$ cat src/sv/itrs_pkg.sv
// Shared types, constants and helpers of the radix string converter.
// No dependencies; imported by the divider, the digit memory and the core.
`default_nettype none

package itrs_pkg;

	localparam int VALUE_W = 32;
	localparam int BASE_W  = 6;
	localparam int CHAR_W  = 8;

	// Radix limits and the one radix that gets a minus sign
	localparam logic [BASE_W-1:0] BASE_MIN = 6'd2;
	localparam logic [BASE_W-1:0] BASE_MAX = 6'd36;
	localparam logic [BASE_W-1:0] BASE_DEC = 6'd10;

	// Conversion modes
	localparam logic CMD_SIGNED   = 1'b0;
	localparam logic CMD_UNSIGNED = 1'b1;

	// ASCII codes
	localparam logic [CHAR_W-1:0] CHAR_ZERO  = 8'h30;
	localparam logic [CHAR_W-1:0] CHAR_A     = 8'h61;
	localparam logic [CHAR_W-1:0] CHAR_MINUS = 8'h2d;
	localparam logic [CHAR_W-1:0] CHAR_ERR   = 8'h00;
	localparam logic [CHAR_W-1:0] TEN        = 8'd10;

	// Divider status toward the sequencer
	typedef struct packed {
		logic              done;
		logic [BASE_W-1:0] rem;
	} div_stat_t;

	// Map a digit value from 0 to 35 onto '0'..'9', 'a'..'z'
	function automatic logic [CHAR_W-1:0] digit_char(input logic [BASE_W-1:0] d);
		logic [CHAR_W-1:0] dw;
		dw = {2'b00, d};
		if (dw < TEN) begin
			return CHAR_ZERO + dw;
		end
		return CHAR_A + dw - TEN;
	endfunction

endpackage

`default_nettype wire

$ cat src/sv/itrs_divider.sv
// Shared restoring divider: one quotient bit per cycle, small divisor.
// Depends on itrs_pkg for the divisor width and the status struct.
`default_nettype none

module itrs_divider
	import itrs_pkg::*;
#(
	parameter int WORD_BITS = 32
) (
	input  wire logic                 clk,
	input  wire logic                 arst_n,
	input  wire logic                 start,
	input  wire logic [WORD_BITS-1:0] dividend,
	input  wire logic [BASE_W-1:0]    divisor,
	output logic [WORD_BITS-1:0]      quotient,
	output div_stat_t                 stat
);

	localparam int CNT_W = $clog2(WORD_BITS + 1);

	logic [WORD_BITS-1:0] quo_q;
	logic [BASE_W-1:0]    rem_q;
	logic [BASE_W-1:0]    dvs_q;
	logic [CNT_W-1:0]     cnt_q;
	logic                 busy_q;
	logic                 done_q;

	logic [BASE_W:0]      rem_sh;
	logic [BASE_W:0]      rem_sub;
	logic                 fits;

	// Shift the next dividend bit into the partial remainder and try a subtract
	always_comb begin
		rem_sh  = {rem_q, quo_q[WORD_BITS-1]};
		fits    = rem_sh >= {1'b0, dvs_q};
		rem_sub = rem_sh - {1'b0, dvs_q};
	end

	// Control: count the steps, pulse done after the last one
	always_ff @(posedge clk or negedge arst_n) begin
		if (!arst_n) begin
			busy_q <= 1'b0;
			done_q <= 1'b0;
			cnt_q  <= '0;
		end else begin
			done_q <= 1'b0;
			if (start) begin
				busy_q <= 1'b1;
				cnt_q  <= CNT_W'(WORD_BITS);
			end else if (busy_q) begin
				cnt_q <= cnt_q - CNT_W'(1);
				if (cnt_q == CNT_W'(1)) begin
					busy_q <= 1'b0;
					done_q <= 1'b1;
				end
			end
		end
	end

	// Datapath: quotient bits replace dividend bits from the bottom
	always_ff @(posedge clk) begin
		if (start) begin
			quo_q <= dividend;
			rem_q <= '0;
			dvs_q <= divisor;
		end else if (busy_q) begin
			quo_q <= {quo_q[WORD_BITS-2:0], fits};
			rem_q <= fits ? rem_sub[BASE_W-1:0] : rem_sh[BASE_W-1:0];
		end
	end

	assign quotient  = quo_q;
	assign stat.done = done_q;
	assign stat.rem  = rem_q;

endmodule

`default_nettype wire

$ cat src/sv/itrs_digit_mem.sv
// Digit store: characters written least significant first, read back in reverse.
// Single write port, single registered read port; depends on itrs_pkg.
`default_nettype none

module itrs_digit_mem
	import itrs_pkg::*;
#(
	parameter int DEPTH = 32
) (
	input  wire logic                     clk,
	input  wire logic                     wr_en,
	input  wire logic [$clog2(DEPTH)-1:0] wr_addr,
	input  wire logic [CHAR_W-1:0]        wr_data,
	input  wire logic                     rd_en,
	input  wire logic [$clog2(DEPTH)-1:0] rd_addr,
	output logic [CHAR_W-1:0]             rd_data
);

	logic [CHAR_W-1:0] mem [DEPTH];
	logic [CHAR_W-1:0] rd_data_q;

	// Write a digit
	always_ff @(posedge clk) begin
		if (wr_en) begin
			mem[wr_addr] <= wr_data;
		end
	end

	// Read a digit; hold the data until the next read
	always_ff @(posedge clk) begin
		if (rd_en) begin
			rd_data_q <= mem[rd_addr];
		end
	end

	assign rd_data = rd_data_q;

endmodule

`default_nettype wire

$ cat src/sv/integer_to_radix_string_core.sv
// Integer to ASCII string converter, radix 2 to 36. One transfer on the input
// channel carries a word, a radix and a mode bit; the output channel then gives
// one transfer per character, most significant digit first, lower-case letters
// above 9, with last set on the final character. Signed mode prints a minus and
// the magnitude only for negative words in radix 10. A radix outside 2..36 gives
// one transfer with error set and character 0. Digits come from one shared
// restoring divider that yields a quotient bit per cycle; readout from the digit
// store then passes each character through a read state and an emit state.
// The input stalls while an item is in flight; it accepts the next item as soon
// as the final character sits in the output register.
// Depends on itrs_pkg, itrs_divider and itrs_digit_mem.
`default_nettype none

module integer_to_radix_string_core
	import itrs_pkg::*;
#(
	parameter int WORD_BITS = 32
) (
	input  wire logic               clk,
	input  wire logic               arst_n,
	input  wire logic               in_valid,
	output logic                    in_stall,
	input  wire logic               cmd,
	input  wire logic [VALUE_W-1:0] value,
	input  wire logic [BASE_W-1:0]  base,
	output logic                    out_valid,
	input  wire logic               out_stall,
	output logic [CHAR_W-1:0]       out_char,
	output logic                    error,
	output logic                    last
);

	localparam int CNT_W  = $clog2(WORD_BITS + 1);
	localparam int ADDR_W = $clog2(WORD_BITS);

	typedef enum logic [2:0] {
		S_IDLE,
		S_DIV,
		S_SIGN,
		S_RD,
		S_EMIT,
		S_ERR
	} state_t;

	state_t               state_q;
	logic [CNT_W-1:0]     cnt_q;
	logic                 neg_q;
	logic [BASE_W-1:0]    base_q;
	logic                 out_valid_q;
	logic [CHAR_W-1:0]    out_char_q;
	logic                 error_q;
	logic                 last_q;

	logic                 in_acc;
	logic                 slot_free;
	logic                 out_load;
	logic                 base_ok;
	logic                 neg_in;
	logic [WORD_BITS-1:0] mag_in;
	logic [WORD_BITS-1:0] mag_abs;
	logic [CNT_W-1:0]     rd_idx;

	logic                 div_start;
	logic [WORD_BITS-1:0] div_dividend;
	logic [BASE_W-1:0]    div_divisor;
	logic [WORD_BITS-1:0] div_quo;
	div_stat_t            div_stat;

	logic                 mem_we;
	logic [CHAR_W-1:0]    mem_wdata;
	logic                 mem_re;
	logic [CHAR_W-1:0]    mem_rdata;

	// Decode the input item
	assign in_acc    = in_valid && !in_stall;
	assign slot_free = !out_valid_q || !out_stall;
	assign out_load  = slot_free &&
		((state_q == S_ERR) || (state_q == S_SIGN) || (state_q == S_EMIT));
	assign base_ok   = (base >= BASE_MIN) && (base <= BASE_MAX);
	assign mag_in    = WORD_BITS'({{WORD_BITS{1'b0}}, value});
	assign neg_in    = (cmd == CMD_SIGNED) && (base == BASE_DEC) && mag_in[WORD_BITS-1];
	assign mag_abs   = neg_in ? (~mag_in + WORD_BITS'(1)) : mag_in;
	assign rd_idx    = cnt_q - CNT_W'(1);
	assign mem_wdata = digit_char(div_stat.rem);

	// Drive the divider and the digit store from the sequencer state
	always_comb begin
		div_start    = 1'b0;
		div_dividend = mag_abs;
		div_divisor  = base;
		mem_we       = 1'b0;
		mem_re       = 1'b0;
		unique case (state_q)
			S_IDLE: begin
				div_start = in_acc && base_ok;
			end
			S_DIV: begin
				if (div_stat.done) begin
					mem_we = 1'b1;
					if (div_quo != '0) begin
						div_start    = 1'b1;
						div_dividend = div_quo;
						div_divisor  = base_q;
					end
				end
			end
			S_RD: begin
				mem_re = 1'b1;
			end
			default: ;
		endcase
	end

	itrs_divider #(
		.WORD_BITS(WORD_BITS)
	) u_div (
		.clk      (clk),
		.arst_n   (arst_n),
		.start    (div_start),
		.dividend (div_dividend),
		.divisor  (div_divisor),
		.quotient (div_quo),
		.stat     (div_stat)
	);

	itrs_digit_mem #(
		.DEPTH(WORD_BITS)
	) u_mem (
		.clk     (clk),
		.wr_en   (mem_we),
		.wr_addr (cnt_q[ADDR_W-1:0]),
		.wr_data (mem_wdata),
		.rd_en   (mem_re),
		.rd_addr (rd_idx[ADDR_W-1:0]),
		.rd_data (mem_rdata)
	);

	// Sequencer and output register
	always_ff @(posedge clk or negedge arst_n) begin
		if (!arst_n) begin
			state_q     <= S_IDLE;
			cnt_q       <= '0;
			neg_q       <= 1'b0;
			out_valid_q <= 1'b0;
		end else begin
			// Drop the output once it is transferred and nothing replaces it
			if (out_valid_q && !out_stall && !out_load) begin
				out_valid_q <= 1'b0;
			end
			unique case (state_q)
				S_IDLE: begin
					if (in_acc) begin
						base_q  <= base;
						neg_q   <= neg_in;
						cnt_q   <= '0;
						state_q <= base_ok ? S_DIV : S_ERR;
					end
				end
				S_ERR: begin
					if (slot_free) begin
						out_valid_q <= 1'b1;
						out_char_q  <= CHAR_ERR;
						error_q     <= 1'b1;
						last_q      <= 1'b1;
						state_q     <= S_IDLE;
					end
				end
				S_DIV: begin
					if (div_stat.done) begin
						cnt_q <= cnt_q + CNT_W'(1);
						if (div_quo == '0) begin
							state_q <= neg_q ? S_SIGN : S_RD;
						end
					end
				end
				S_SIGN: begin
					if (slot_free) begin
						out_valid_q <= 1'b1;
						out_char_q  <= CHAR_MINUS;
						error_q     <= 1'b0;
						last_q      <= 1'b0;
						state_q     <= S_RD;
					end
				end
				S_RD: begin
					cnt_q   <= rd_idx;
					state_q <= S_EMIT;
				end
				S_EMIT: begin
					if (slot_free) begin
						out_valid_q <= 1'b1;
						out_char_q  <= mem_rdata;
						error_q     <= 1'b0;
						last_q      <= (cnt_q == '0);
						state_q     <= (cnt_q == '0) ? S_IDLE : S_RD;
					end
				end
				default: begin
					state_q <= S_IDLE;
				end
			endcase
		end
	end

	assign in_stall  = (state_q != S_IDLE);
	assign out_valid = out_valid_q;
	assign out_char  = out_char_q;
	assign error     = error_q;
	assign last      = last_q;

`ifndef NO_ASSERTIONS
	// An error result is always a single, final, zero character
	a_err_single: assert property (@(posedge clk) disable iff (!arst_n)
		out_valid && error |-> last && (out_char == CHAR_ERR))
		else $error("error result without last or with a nonzero character");

	// The digit count never exceeds the word width
	a_cnt_range: assert property (@(posedge clk) disable iff (!arst_n)
		cnt_q <= CNT_W'(WORD_BITS))
		else $error("digit count beyond word width");

	// The divider reports completion only while the sequencer waits on it
	a_div_owner: assert property (@(posedge clk) disable iff (!arst_n)
		div_stat.done |-> state_q == S_DIV)
		else $error("divider done outside the divide state");

	// A new item starts only after every stored digit has been sent
	a_accept_drained: assert property (@(posedge clk) disable iff (!arst_n)
		in_valid && !in_stall |-> cnt_q == '0)
		else $error("item accepted with digits still pending");
`endif

endmodule

`default_nettype wire

$ cat config.mk
export PLATFORM = sky130hd
export DESIGN_NAME = integer_to_radix_string_core
export DESIGN_NICKNAME = d
export VERILOG_FILES = /design/src/sv/itrs_pkg.sv /design/src/sv/itrs_divider.sv /design/src/sv/itrs_digit_mem.sv /design/src/sv/integer_to_radix_string_core.sv
export SDC_FILE = /design/constraint.sdc
export NUM_CORES = 1
export LEC_CHECK = 0
export BUFFER_PORTS_ARGS = -buffer_cell sky130_fd_sc_hd__buf_2
export CORE_MARGIN = 5
export CORE_UTILIZATION = 60
export DETAILED_ROUTE_END_ITERATION = 10
export PLACE_DENSITY = 0.78
export SETUP_SLACK_MARGIN = 0.1
export SLEW_MARGIN = 20
export SYNTH_ARGS = -nofsm -noshare
export SYNTH_HDL_FRONTEND = slang
export SYNTH_HIERARCHICAL = 1
export SYNTH_SLANG_ARGS = --single-unit
$ cat constraint.sdc
create_clock -name clk -period 7.06 [get_ports clk]
set_clock_uncertainty 0.15 [all_clocks]
set_input_delay 0.353 -clock clk [delete_from_list [all_inputs] [get_ports clk]]
set_output_delay 0.353 -clock clk [all_outputs]
set_load 0.01 [all_outputs]
==> impl_results.md <==
* Share of cells above drive strength 1 at 25.4%
* Pwr per Cell Area at 440 nW/um2
* CP Class: flip-flop to flip-flop
* DR WL/cell at 24.2 um
* CTS tree: yes
* Final period util at 55.1%
* Hold_ws at 0.0979 ns
* Vias in the first global route at 8851
* Final non-filler cell area at 17300 um2
* P_leak at 0.00572 uW
* Routed Antenna Nets at 0
* Die X at 170 um
* CP Launch Type: flip-flop
* Slew Limit Fails at 0
* Root Buffer: clkbuf_16
* Post-Syn Area at 15400 um2
* Hold Fails Final Rpt at 0
* Final setup viols at 0
* Commonest non-fill, non-tap cell in the layout: edfxtp_1
* Sw power at 2390 uW
* Initial DRC count at 1045
* Maximum buffer depth of the clock tree at 3
* WL final at 33400 um
* Netlist cell types at 63
* Max FO, Critical Path at 20
* Reg power frac at 42.1%
* Synthesis-to-finish area growth at 12.0%
* Nets@finish at 1091
* Post-cts resize count at 0
* RSZ-0062 raised after global routing: no
* Clk pwr share at 23.4%
* Slew HR at 17.5%
* Post-Syn Instances at 970
* Setup_tns at 0 ns
* Most frequent cells in the layout: 318 x edfxtp_1, 88 x nor2_1, 80 x mux4_2, 54 x buf_2, 48 x mux2_2
* Max-cap viol count at 0
* Row cnt at 58
* Outcome: finished, final reports clean
* Dpl cell area at 16000 um2
* Number of remaining DRC errors at 0
* DR vias/cell at 6.42
* Num CTS Buffers at 35
* Ys async rst share at 5.54%
* Worst slack at placement at 3.26 ns
* Fmax at 257 MHz
* Worst skew pair latency at 0.53 ns
* Seq/Total Area, Yosys at 65.8%
* Starting Density at 61.1%
* Mean area per synthesized cell at 15.9 um2
* Via count at 8870
* Least-Margin Pin Slew at 1.23 ns
* Worst EP required at 7.04 ns
* Pin count of the biggest net entering global routing at 71
* Input/output buffers at 54
* Total GRT Usage at 23.4%
* Area of the die at 29000 um2
* Clock-pin slew on the worst setup and hold paths at 0.06 ns
* Internal power at 5200 uW
* Hold Crit Class: primary input to flip-flop
* Fillers at 1640
* GRT overflow at 0
* Synthesis Warnings at 6
* Worst IR drop on VDD at 0.000427 V
* Switching share of power at 31.5%
* IO Count at 55
* Diodes inserted at 0
* Initial antenna violation count at 0
* FF+latch count, synth at 343
* Dpl hpwl at 20400 um
* Setup slack after layout at 3.17 ns
* RePlAce Congestion at 0.814
* Post-layout minimum cycle time at 3.89 ns
* DRT Pass-1 Iters at 8
* Comb power frac at 34.4%
* Core area at 25300 um2
* First-pass GRT wire length at 51300 um
* Dominant synthesized flop cell: edfxtp_1
* Critical path endpoint category: flip-flop
* H-tree lvl count at 2
* Chip height at 170 um
* Core Util, Final at 68.4%
* Clock sink count at 343
* WP data arrival at 3.87 ns
* Post-synth EDFFs at 318
* Syn_nets at 1031
==> cells in the mapped netlist (all sizes together) (6+ instances only) <==
| cell type | n | area, um2 |
|---|---|---|
| edfxtp | 318 | 9550 |
| nor2 | 98 | 368 |
| mux4 | 80 | 1800 |
| mux2 | 48 | 541 |
| a21oi | 38 | 190 |
| nand2 | 37 | 139 |
| o21ai | 27 | 139 |
| inv | 26 | 97.6 |
| xor2 | 25 | 219 |
| clkbuf | 24 | 90.1 |
| buf | 23 | 130 |
| xnor2 | 20 | 175 |
| dfrtp | 19 | 475 |
| ha | 17 | 213 |
| nor3 | 13 | 65.1 |
| nor4 | 13 | 81.3 |
| nand2b | 11 | 68.8 |
| o31ai | 10 | 75.1 |
| or3 | 10 | 62.6 |
| a31oi | 8 | 50.1 |
| nand3 | 8 | 40.0 |
| or4 | 8 | 67.6 |
| and2 | 7 | 43.8 |
| and3 | 6 | 37.5 |
| dfxtp | 6 | 120 |
==> metal layers <==
layer / share of wire [%] / GRT usage, % / wire (um) / up-vias
met5: 0 / 0 / 0 / -
met4: 2.2 / 6.42 / 735 / 0
met3: 8.5 / 4.23 / 2840 / 64
met2: 49 / 37.8 / 16500 / 409
met1: 40 / 33.4 / 13300 / 4457
li1: - / - / - / 3940
==> flip-flops by register name (all words and copies together) (netlist names) <==
register        cells
out_char            8
out_valid           1
cnt_q               6
u_div/rem_q         6
error               1
neg_q               1
u_div/quotient     32
u_mem/rd_data       8
u_div/cnt_q         6
u_mem/mem         256
u_div/done_q        1
state_q             3
u_div/busy_q        1
base_q              6
u_div/dvs_q         6
last                1
==> cell families after synthesis <==
logic type,share of synthesized area (%)
fa+ha+maj,1.51
xor+xnor,2.56
compound gates,4.91
flops,65.8
buf+inv,2.06
simple gates,7.68
mux,15.5
==> final cells by class <==
type	count	area, um2	share of cell area [%]
tap	330	413	2.39
sequential	343	10100	58.7
inverter	26	100	0.580
clock inverter	18	196	1.14
multi-input combinational	554	5110	29.6
clock buffer	40	895	5.18
timing repair buffer	70	408	2.36
==> what timing repair did <==
action / in CTS / in global routing
endpoints found under the hold margin: 25 / 0
buffers inserted: 0 / 0
endpoints found under the setup margin: 0 / 0
hold buffers: 7 / 0
==> critical path, stage by stage, from the launching register on <==
cell and delay, ns:
dfrtp_1 0.69, nand2b_1 0.21, nor3_1 0.81, nand3_1 0.54, nor2_1 1.09
==> stage by stage <==
stage / power, uW / instances
3_3_place_gp: 5700 / 1316
5_1_grt: 7960 / 1381
3_5_place_dp: 5810 / 1316
2_1_floorplan: 5110 / 970
4_1_cts: 7600 / 1381
6_report: 7600 / 1381
==> power by group through the flow <==
stage | Sequential [uW] | Clock [uW] | Combinational [uW]
final | 3200 | 1780 | 2620
after global routing | 3220 | 1900 | 2840
after CTS | 3200 | 1810 | 2590
after detailed placement | 3240 | 0 | 2570
after global placement | 3230 | 0 | 2470
after floorplan | 3150 | 0 | 1960
==> path summary, 6_finish.rpt <==
| check | depth (start not counted) | slack [ns] | start | to |
|---|---|---|---|---|
| worst max-delay path | 4 | 3.17 | state_q[0]$_DFFE_PN0P_ | u_mem/mem[27][1]$_DFFE_PP_ |
| worst min-delay path | 3 | 0.1 | in_valid | neg_q$_DFFE_PN0P_ |
| worst max register to register | 4 | 3.17 | state_q[0]$_DFFE_PN0P_ | u_mem/mem[27][1]$_DFFE_PP_ |
| worst min register to register | 2 | 0.33 | neg_q$_DFFE_PN0P_ | neg_q$_DFFE_PN0P_ |
| max in group asynchronous | 2 | 6.25 | arst_n | u_div/cnt_q[1]$_DFFE_PN0P_ |
| min in group asynchronous | 2 | 0.17 | arst_n | cnt_q[0]$_DFFE_PN0P_ |
No activity file was read; power rests on OpenSTA's default activity.
